<file path="src/hdl/mbrd_pkg.sv">
package mbrd_pkg;

  typedef enum logic [2:0] {
    PH_SOF  = 3'b001,
    PH_DATA = 3'b010,
    PH_EOF  = 3'b100
  } phase_t;

  typedef enum logic [1:0] {
    REG_EXPECTED_SLAVE    = 2'd0,
    REG_EXPECTED_FUNCTION = 2'd1,
    REG_DEAD_TIME_LIMIT   = 2'd2
  } reg_index_t;

  localparam logic [15:0] CRC_INIT = 16'hFFFF;
  localparam logic [15:0] CRC_POLY = 16'hA001;
  localparam logic [15:0] SILENCE_MAX = 16'hFFFF;
  localparam logic [6:0] COUNT_SHORT = 7'd2;
  localparam logic [6:0] COUNT_LONG = 7'd4;
  localparam logic [6:0] FIRST_DATA_INDEX = 7'd3;

  typedef struct packed {
    logic [7:0]  expected_slave;
    logic [7:0]  expected_function;
    logic [15:0] dead_time_limit;
  } cfg_t;

  typedef struct packed {
    logic        frame_good;
    logic        crc_bad;
    logic [6:0]  payload_count;
    logic [15:0] value_short;
    logic [31:0] value_long;
  } res_t;

  function automatic logic [15:0] crc_feed(input logic [15:0] crc_in, input logic [7:0] b);
    logic [15:0] c;
    c = crc_in ^ {8'h00, b};
    for (int k = 0; k < 8; k++) begin
      if (c[0]) begin
        c = (c >> 1) ^ CRC_POLY;
      end else begin
        c = c >> 1;
      end
    end
    return c;
  endfunction

endpackage

</file>
<file path="src/hdl/mbrd_engine.sv">
module mbrd_engine #(
  parameter int MAX_COUNT = 100
) (
  input  logic          clk,
  input  logic          rst,
  input  logic          step,
  input  logic          action,
  input  logic [7:0]    rx_byte,
  input  mbrd_pkg::cfg_t cfg,
  output logic          res_valid,
  output mbrd_pkg::res_t res
);

  mbrd_pkg::phase_t phase, phase_next;
  logic [6:0]  byte_index, byte_index_next;
  logic [6:0]  end_index, end_index_next;
  logic [6:0]  count_field, count_field_next;
  logic [15:0] crc_running, crc_running_next;
  logic [15:0] crc_received, crc_received_next;
  logic [31:0] data_word, data_word_next;
  logic [15:0] silence_ticks, silence_ticks_next;

  mbrd_pkg::phase_t ph_e;
  logic [6:0]  idx_e, end_e, cnt_e;
  logic [15:0] crc_e, crcr_e;
  logic [31:0] data_e;
  logic        dead_restart;

  logic [7:0]  data_limit;
  logic [15:0] crc_abs, crcr_abs;
  logic [31:0] data_abs;
  logic        good;

  // A byte after too long a silence starts a fresh frame before it is looked at.
  assign dead_restart = !action && (silence_ticks >= cfg.dead_time_limit);

  always_comb begin
    if (dead_restart) begin
      ph_e   = mbrd_pkg::PH_SOF;
      idx_e  = '0;
      end_e  = '0;
      cnt_e  = '0;
      crc_e  = mbrd_pkg::CRC_INIT;
      crcr_e = '0;
      data_e = '0;
    end else begin
      ph_e   = phase;
      idx_e  = byte_index;
      end_e  = end_index;
      cnt_e  = count_field;
      crc_e  = crc_running;
      crcr_e = crc_received;
      data_e = data_word;
    end
  end

  // Routing of a byte after the header: data bytes feed the CRC and the data
  // shift register, then the two received CRC bytes arrive low byte first.
  always_comb begin
    data_limit = {1'b0, cnt_e} + 8'd2;
    crc_abs    = crc_e;
    crcr_abs   = crcr_e;
    data_abs   = data_e;
    if ({1'b0, idx_e} <= data_limit) begin
      crc_abs  = mbrd_pkg::crc_feed(crc_e, rx_byte);
      data_abs = {data_e[23:0], rx_byte};
    end else if ({1'b0, idx_e} == data_limit + 8'd1) begin
      crcr_abs = {8'h00, rx_byte};
    end else begin
      crcr_abs = crcr_e | {rx_byte, 8'h00};
    end
  end

  assign good = (crcr_abs == crc_abs) && (crc_abs != 16'h0000);

  always_comb begin
    phase_next        = phase;
    byte_index_next   = byte_index;
    end_index_next    = end_index;
    count_field_next  = count_field;
    crc_running_next  = crc_running;
    crc_received_next = crc_received;
    data_word_next    = data_word;
    silence_ticks_next = silence_ticks;
    res_valid         = 1'b0;
    res               = '0;

    if (action) begin
      if (silence_ticks != mbrd_pkg::SILENCE_MAX) begin
        silence_ticks_next = silence_ticks + 16'd1;
      end
    end else begin
      silence_ticks_next = '0;
      phase_next        = ph_e;
      byte_index_next   = idx_e;
      end_index_next    = end_e;
      count_field_next  = cnt_e;
      crc_running_next  = crc_e;
      crc_received_next = crcr_e;
      data_word_next    = data_e;

      unique case (ph_e)
        mbrd_pkg::PH_DATA: begin
          crc_running_next  = crc_abs;
          crc_received_next = crcr_abs;
          data_word_next    = data_abs;
          if (idx_e >= end_e) begin
            end_index_next = end_e + 7'd2;
            phase_next     = mbrd_pkg::PH_EOF;
          end
          byte_index_next = idx_e + 7'd1;
        end
        mbrd_pkg::PH_EOF: begin
          crc_running_next  = crc_abs;
          crc_received_next = crcr_abs;
          data_word_next    = data_abs;
          if (idx_e < end_e) begin
            byte_index_next = idx_e + 7'd1;
          end else begin
            if (idx_e == end_e) begin
              res_valid         = 1'b1;
              res.frame_good    = good;
              res.crc_bad       = !good;
              res.payload_count = cnt_e;
              res.value_short   = (good && cnt_e == mbrd_pkg::COUNT_SHORT) ?
                                  data_abs[15:0] : 16'h0000;
              res.value_long    = (good && cnt_e == mbrd_pkg::COUNT_LONG) ?
                                  data_abs : 32'h0000_0000;
            end
            phase_next        = mbrd_pkg::PH_SOF;
            byte_index_next   = '0;
            end_index_next    = '0;
            count_field_next  = '0;
            crc_running_next  = mbrd_pkg::CRC_INIT;
            crc_received_next = '0;
            data_word_next    = '0;
          end
        end
        default: begin
          if (idx_e == 7'd0 && rx_byte == cfg.expected_slave) begin
            crc_running_next = mbrd_pkg::crc_feed(crc_e, rx_byte);
            byte_index_next  = 7'd1;
          end else if (idx_e == 7'd1 && rx_byte == cfg.expected_function) begin
            crc_running_next = mbrd_pkg::crc_feed(crc_e, rx_byte);
            byte_index_next  = 7'd2;
          end else if (idx_e == 7'd2 && rx_byte < 8'(MAX_COUNT)) begin
            crc_running_next = mbrd_pkg::crc_feed(crc_e, rx_byte);
            count_field_next = rx_byte[6:0];
            end_index_next   = rx_byte[6:0] + 7'd2;
            phase_next       = mbrd_pkg::PH_DATA;
            byte_index_next  = mbrd_pkg::FIRST_DATA_INDEX;
          end else begin
            phase_next        = mbrd_pkg::PH_SOF;
            byte_index_next   = '0;
            end_index_next    = '0;
            count_field_next  = '0;
            crc_running_next  = mbrd_pkg::CRC_INIT;
            crc_received_next = '0;
            data_word_next    = '0;
          end
        end
      endcase
    end
  end

  always_ff @(posedge clk) begin
    if (rst) begin
      phase         <= mbrd_pkg::PH_SOF;
      byte_index    <= '0;
      end_index     <= '0;
      count_field   <= '0;
      crc_running   <= mbrd_pkg::CRC_INIT;
      crc_received  <= '0;
      data_word     <= '0;
      silence_ticks <= '0;
    end else if (step) begin
      phase         <= phase_next;
      byte_index    <= byte_index_next;
      end_index     <= end_index_next;
      count_field   <= count_field_next;
      crc_running   <= crc_running_next;
      crc_received  <= crc_received_next;
      data_word     <= data_word_next;
      silence_ticks <= silence_ticks_next;
    end
  end

  // A finished frame always leaves the engine looking for a new address.
  assert property (@(posedge clk) disable iff (rst)
    step && res_valid |=> phase == mbrd_pkg::PH_SOF && byte_index == 7'd0)
    else $error("framing not restarted after a result");

  assert property (@(posedge clk) disable iff (rst)
    res_valid |-> $onehot({res.frame_good, res.crc_bad}))
    else $error("result is neither clearly good nor clearly bad");

  assert property (@(posedge clk) disable iff (rst)
    count_field < 7'(MAX_COUNT))
    else $error("byte count held beyond its limit");

  // With a zero byte count the index already sits one past the end here.
  assert property (@(posedge clk) disable iff (rst)
    phase == mbrd_pkg::PH_DATA |-> byte_index >= mbrd_pkg::FIRST_DATA_INDEX &&
                                   byte_index <= end_index + 7'd1)
    else $error("data index outside the frame");

  assert property (@(posedge clk) disable iff (rst)
    step && !action |=> silence_ticks == 16'd0)
    else $error("silence counter not cleared by a byte");

endmodule

</file>
<file path="src/hdl/modbus_rtu_response_deframer.sv">
// Deframer for Modbus RTU read responses with a CRC-16 check.
// The input channel carries one word per received UART byte or timer tick:
// s_tuser says which (0 = byte in s_tdata, 1 = tick). Ticks count bus silence;
// a byte that arrives after dead_time_limit ticks starts framing afresh.
// A frame must carry the expected slave address and function code and a byte
// count below MAX_COUNT; a header mismatch drops the byte and restarts.
// Each complete frame produces one output word: the good and bad flags in
// m_tuser, and the byte count with the big-endian 16-bit or 32-bit data value
// in m_tdata. Other words produce nothing on the output.
// An input word is registered, processed by the frame engine's combinational
// logic and its result registered. One word is accepted per cycle while the
// output is not stalled, and the byte-wide CRC update of the engine sits
// between the input and output registers. When the receiver holds m_tready
// low with a result waiting, the input register is kept and s_tready falls
// until the result is taken. Reset clears the framing state, the silence
// counter and the registers to slave 0, function 0 and a dead time of two
// ticks. The user must see that configuration is written through cfg_we,
// cfg_addr and cfg_wdata only while idle; the block does not enforce it.
module modbus_rtu_response_deframer #(
  parameter int MAX_COUNT = 100
) (
  input  logic        clk,
  input  logic        rst,
  input  logic        s_tvalid,
  output logic        s_tready,
  input  logic [7:0]  s_tdata,   // [7:0] rx_byte
  input  logic [0:0]  s_tuser,   // [0] action
  output logic        m_tvalid,
  input  logic        m_tready,
  output logic [55:0] m_tdata,   // [6:0] payload_count, [22:7] value_short,
                                 // [54:23] value_long, [55] zero
  output logic [1:0]  m_tuser,   // [0] frame_good, [1] crc_bad
  input  logic        cfg_we,
  input  logic [1:0]  cfg_addr,
  input  logic [15:0] cfg_wdata
);

  mbrd_pkg::cfg_t cfg;
  mbrd_pkg::res_t res, out_res;

  logic       in_valid;
  logic       in_action;
  logic [7:0] in_byte;
  logic       advance;
  logic       res_valid;

  assign advance  = in_valid && (!m_tvalid || m_tready);
  assign s_tready = !in_valid || advance;

  always_ff @(posedge clk) begin
    if (rst) begin
      cfg.expected_slave    <= 8'h00;
      cfg.expected_function <= 8'h00;
      cfg.dead_time_limit   <= 16'd2;
    end else if (cfg_we) begin
      unique case (cfg_addr)
        mbrd_pkg::REG_EXPECTED_SLAVE:    cfg.expected_slave    <= cfg_wdata[7:0];
        mbrd_pkg::REG_EXPECTED_FUNCTION: cfg.expected_function <= cfg_wdata[7:0];
        mbrd_pkg::REG_DEAD_TIME_LIMIT:   cfg.dead_time_limit   <= cfg_wdata;
        default: begin
        end
      endcase
    end
  end

  always_ff @(posedge clk) begin
    if (rst) begin
      in_valid <= 1'b0;
    end else if (s_tready) begin
      in_valid <= s_tvalid;
    end
  end

  always_ff @(posedge clk) begin
    if (s_tvalid && s_tready) begin
      in_action <= s_tuser[0];
      in_byte   <= s_tdata;
    end
  end

  mbrd_engine #(
    .MAX_COUNT(MAX_COUNT)
  ) u_engine (
    .clk       (clk),
    .rst       (rst),
    .step      (advance),
    .action    (in_action),
    .rx_byte   (in_byte),
    .cfg       (cfg),
    .res_valid (res_valid),
    .res       (res)
  );

  always_ff @(posedge clk) begin
    if (rst) begin
      m_tvalid <= 1'b0;
    end else if (!m_tvalid || m_tready) begin
      m_tvalid <= advance && res_valid;
    end
  end

  always_ff @(posedge clk) begin
    if (advance && res_valid) begin
      out_res <= res;
    end
  end

  assign m_tdata = {1'b0, out_res.value_long, out_res.value_short, out_res.payload_count};
  assign m_tuser = {out_res.crc_bad, out_res.frame_good};

endmodule

</file>
<file path="config.mk">
export PLATFORM = sky130hd
export DESIGN_NAME = modbus_rtu_response_deframer
export DESIGN_NICKNAME = d
export VERILOG_FILES = /design/src/hdl/mbrd_pkg.sv /design/src/hdl/mbrd_engine.sv /design/src/hdl/modbus_rtu_response_deframer.sv
export SDC_FILE = /design/constraint.sdc
export NUM_CORES = 1
export LEC_CHECK = 0
export BUFFER_PORTS_ARGS = -buffer_cell sky130_fd_sc_hd__buf_2
export CAP_MARGIN = 20
export CORE_AREA = 2 2 197 199
export CTS_BUF_LIST = sky130_fd_sc_hd__clkbuf_16
export CTS_CLUSTER_SIZE = 20
export DETAILED_ROUTE_END_ITERATION = 10
export DIE_AREA = 0 0 199 201
export GPL_ROUTABILITY_DRIVEN = 0
export PLACE_DENSITY_LB_ADDON = 0.08
export RECOVER_POWER = 25
export SETUP_SLACK_MARGIN = 0.5
export SYNTH_ARGS = -nofsm -noshare
export SYNTH_HDL_FRONTEND = slang
export SYNTH_SLANG_ARGS = --single-unit
export TNS_END_PERCENT = 20
</file>
<file path="constraint.sdc">
create_clock -name clk -period 11.96 [get_ports clk]
set_input_delay 1.196 -clock clk [delete_from_list [all_inputs] [get_ports clk]]
set_output_delay 1.196 -clock clk [all_outputs]
set_load 0.1 [all_outputs]
</file>
==> results.md <==
* Run status: finished with violations
* Failing checks: max-capacitance violations, max-slew violations
* VDD IR max at 0.0000938 V
* Vias in the first global route at 10000
* Post-CTS Resized at 0
* Hold Path Class: flip-flop to flip-flop
* CP delay by family, top: compound AO/OA/AOI/OAI gates
* Internal power at 0.00128 W
* Number of DRC violations after detailed-routing iteration 0 at 657
* Crit end category: flip-flop
* Clock Sink Count at 204
* Post-route setup TNS at 0 ps
* Total die area at 40000 sq um
* Slowest CP cell: a31o_4
* Synth top area cells: dfxtp_1, edfxtp_1, nor2_1
* Comb power frac at 14.0%
* I/O Pins at 92
* Worst Setup Path Type: flip-flop to flip-flop
* Antenna Violating Nets Remaining at 0
* Worst EP required at 12260 ps
* Clock share of power at 44.2%
* Syn Area/Cell at 8.69 sq um
* Post-Syn Area at 11900 sq um
* Slew margin rel. at -184%
* H-tree Lvls at 1
* Switching part of the total power at 27.0%
* YS warnings at 0
* RSZ-0062 raised after global routing: false
* Ys async rst share at 0%
* Final HPWL DP at 27.0 mm
* Pwr dens at 128 nW/um^2
* Min setup slack post-route at 3890 ps
* Hold Vio Cnt, Final at 0
* Final core occ at 35.7%
* Clock Tree Buf Depth at 3
* WP buf/inv at 2
* Clock-pin slew on the worst setup and hold paths at 60 ps
* Rows at 72
* Max-cap violations at 2
* Via density at 5.29
* Most used DFF post-synth: dfxtp_1
* Pleak at 4.71 nW
* Critical Path Start Type: flip-flop
* Residual DRC count at 0
* Cell variety after synth at 88
* Core ar. at 38100 sq um
* Inst Count DP at 1905
* Initial Utilization at 31.3%
* Worst-Margin Slew at 4260 ps
* Multi-input logic area at 6620 sq um
* Routed len/inst at 20.2 um
* Initial antenna violation count at 0
* Final net count at 1488
* Drt first pass iters at 5
* Total Power at 0.00175 W
* Top cells by instance count after synthesis: nor2_1, nand2_1, dfxtp_1
* Seq. cell area at 4740 sq um
* Layout area overhead at 14.1%
* Final wirelength at 39.4 mm
* Number of fill cells in the layout at 3942
* Final Non-Filler Cells at 1955
* Endpoints failing setup at 0
* Slew Limit Fails at 126
* Clock Skew at 17.3 ps
* CP max stage delay at 770 ps
* Critical-path cell list: ha_1, a21oi_1, a21oi_1, o211ai_4, a31o_4, nand2_1, ha_1, ha_1, a211oi_1, o21ai_0, a41o_1, a41oi_2, a211o_1, buf_4, nor3_1, a21oi_1, o211ai_1, o32a_1, or4_1, or4_2, buf_4, a2111oi_2
* Syn Nets at 1446
* Clock root cell: clkbuf_16
* Number of synthesized flops with an enable pin at 66
* CTS tree: built
* First-pass GRT wire length at 60.4 mm
* Overall Global Routing Usage at 19.6%
* Largest net degree at the start of global routing at 88
* Yosys top cell area share at 23.1%
* Worst skew pair latency at 540 ps
* Post-synth top area cell: dfxtp_1
* Crit path DAT at 8370 ps
* DP Worst Slack at 3710 ps
* Switch Pwr at 0.000471 W
* Post-CTS Setup Inserts at 0
* FMAX at 0.124 GHz
* Count leader, synth: nor2_1
* GRT overflow at 0
* Post-CTS Hold Buffers at 0
* Sequential area share after synthesis at 39.7%
* IO Port Bufs at 90
* Seq cells post-synth at 204
* Critical Path Fanout Max at 60
* Crit share post-route at 67.5%
* Clock buffer count from CTS at 26
* Gate Count Post-Synth at 1374
* Register share of total power at 41.8%
* Die W at 199 um
* Min cycle time layout at 8070 ps
* Die Span Y at 201 um
* DR vias at 10300
* Layout cells sized above 1 at 11.8%
## cells in the final DEF, fill, tap and decap left out, types with 27 or more instances in the layout
| cell type | n |
|---|---|
| nor2_1 | 181 |
| nand2_1 | 173 |
| dfxtp_1 | 138 |
| a21oi_1 | 68 |
| edfxtp_1 | 66 |
| a22oi_1 | 58 |
| buf_2 | 58 |
| o21ai_0 | 51 |
| xnor2_1 | 43 |
| inv_1 | 41 |
| ha_1 | 40 |
| nor3_1 | 38 |
| xor2_1 | 36 |
| clkbuf_1 | 33 |
| clkbuf_16 | 27 |
| buf_4 | 27 |
## sequential cells by signal, summed over array words and instances (netlist names), 2 cells and up
| signal | count |
|---|---|
| cfg | 32 |
| u_engine.phase | 3 |
| m_tdata | 55 |
| u_engine.end_index | 7 |
| in_byte | 8 |
| u_engine.data_word | 32 |
| m_tuser | 2 |
| u_engine.byte_index | 7 |
| u_engine.count_field | 7 |
| u_engine.silence_ticks | 16 |
| u_engine.crc_running | 16 |
| u_engine.crc_received | 16 |
## kinds of logic after synthesis
| logic type | count (synthesis) | synth area share (%) |
|---|---|---|
| XOR/XNOR | 85 | 6.88 |
| adder cells (fa/ha/maj) | 41 | 4.28 |
| AO/OA/AOI/OAI | 328 | 20.6 |
| other | 1 | 0.0314 |
| buffers and inverters | 142 | 5.13 |
| AND/OR/NAND/NOR | 547 | 21.2 |
| flip-flops | 204 | 39.7 |
| multiplexers | 26 | 2.19 |
## per-stage QoR
step	hold slack [ps]	instance area (sq um)
global placement	444	12800
detailed placement	446	12800
finish	451	13600
global route	474	13600
floorplan	436	11900
CTS	454	13700
## power by group through the flow
stage               sequential (W)  combinational (W)  clock [W]
CTS                       0.000730           0.000243   0.000799
global route              0.000731           0.000264   0.000824
detailed placement        0.000745           0.000241          0
finish                    0.000730           0.000244   0.000772
global placement          0.000745           0.000244          0
floorplan                 0.000742           0.000174          0
## metal layers
metal  part of all wire, %  vias up  wire length [um]  GRT usage (%)
li1                      -     5015                 -              -
met1                    45     4964             17700           26.4
met2                    47      301             18700           32.6
met3                   4.9       66              1940           2.62
met4                   2.8        0              1100           5.97
met5                     0        -                 0              0
## worst min-delay path, delay by kind of cell (launching register included)
kind             cells  cell delay, ps
AO/OA/AOI/OAI        1              50
AND/OR/NAND/NOR      1              50
flip-flops           1             300
## final timing paths
path / to / slack, ps / startpoint / cells after the start
min reg2reg: cfg[7]$_SDFFE_PP0P_ / 450 / cfg[7]$_SDFFE_PP0P_ / 2
max: m_tdata[39]$_SDFFCE_PP0P_ / 3890 / u_engine.silence_ticks[2]$_SDFFE_PP0P_ / 22
max reg2reg: m_tdata[39]$_SDFFCE_PP0P_ / 3890 / u_engine.silence_ticks[2]$_SDFFE_PP0P_ / 22
min: cfg[7]$_SDFFE_PP0P_ / 450 / cfg[7]$_SDFFE_PP0P_ / 2
## layout make-up
cell class / instances / area share [%]
diodes: 1 / 0.0184
clock buffers: 27 / 4.96
clock inverters: 21 / 1.21
inverters: 37 / 1.02
multi-input cells: 1028 / 48.6
flip-flops and latches: 204 / 34.8
well taps: 518 / 4.76
repair buffers: 119 / 4.61
Power figures use the tool's default switching activity.
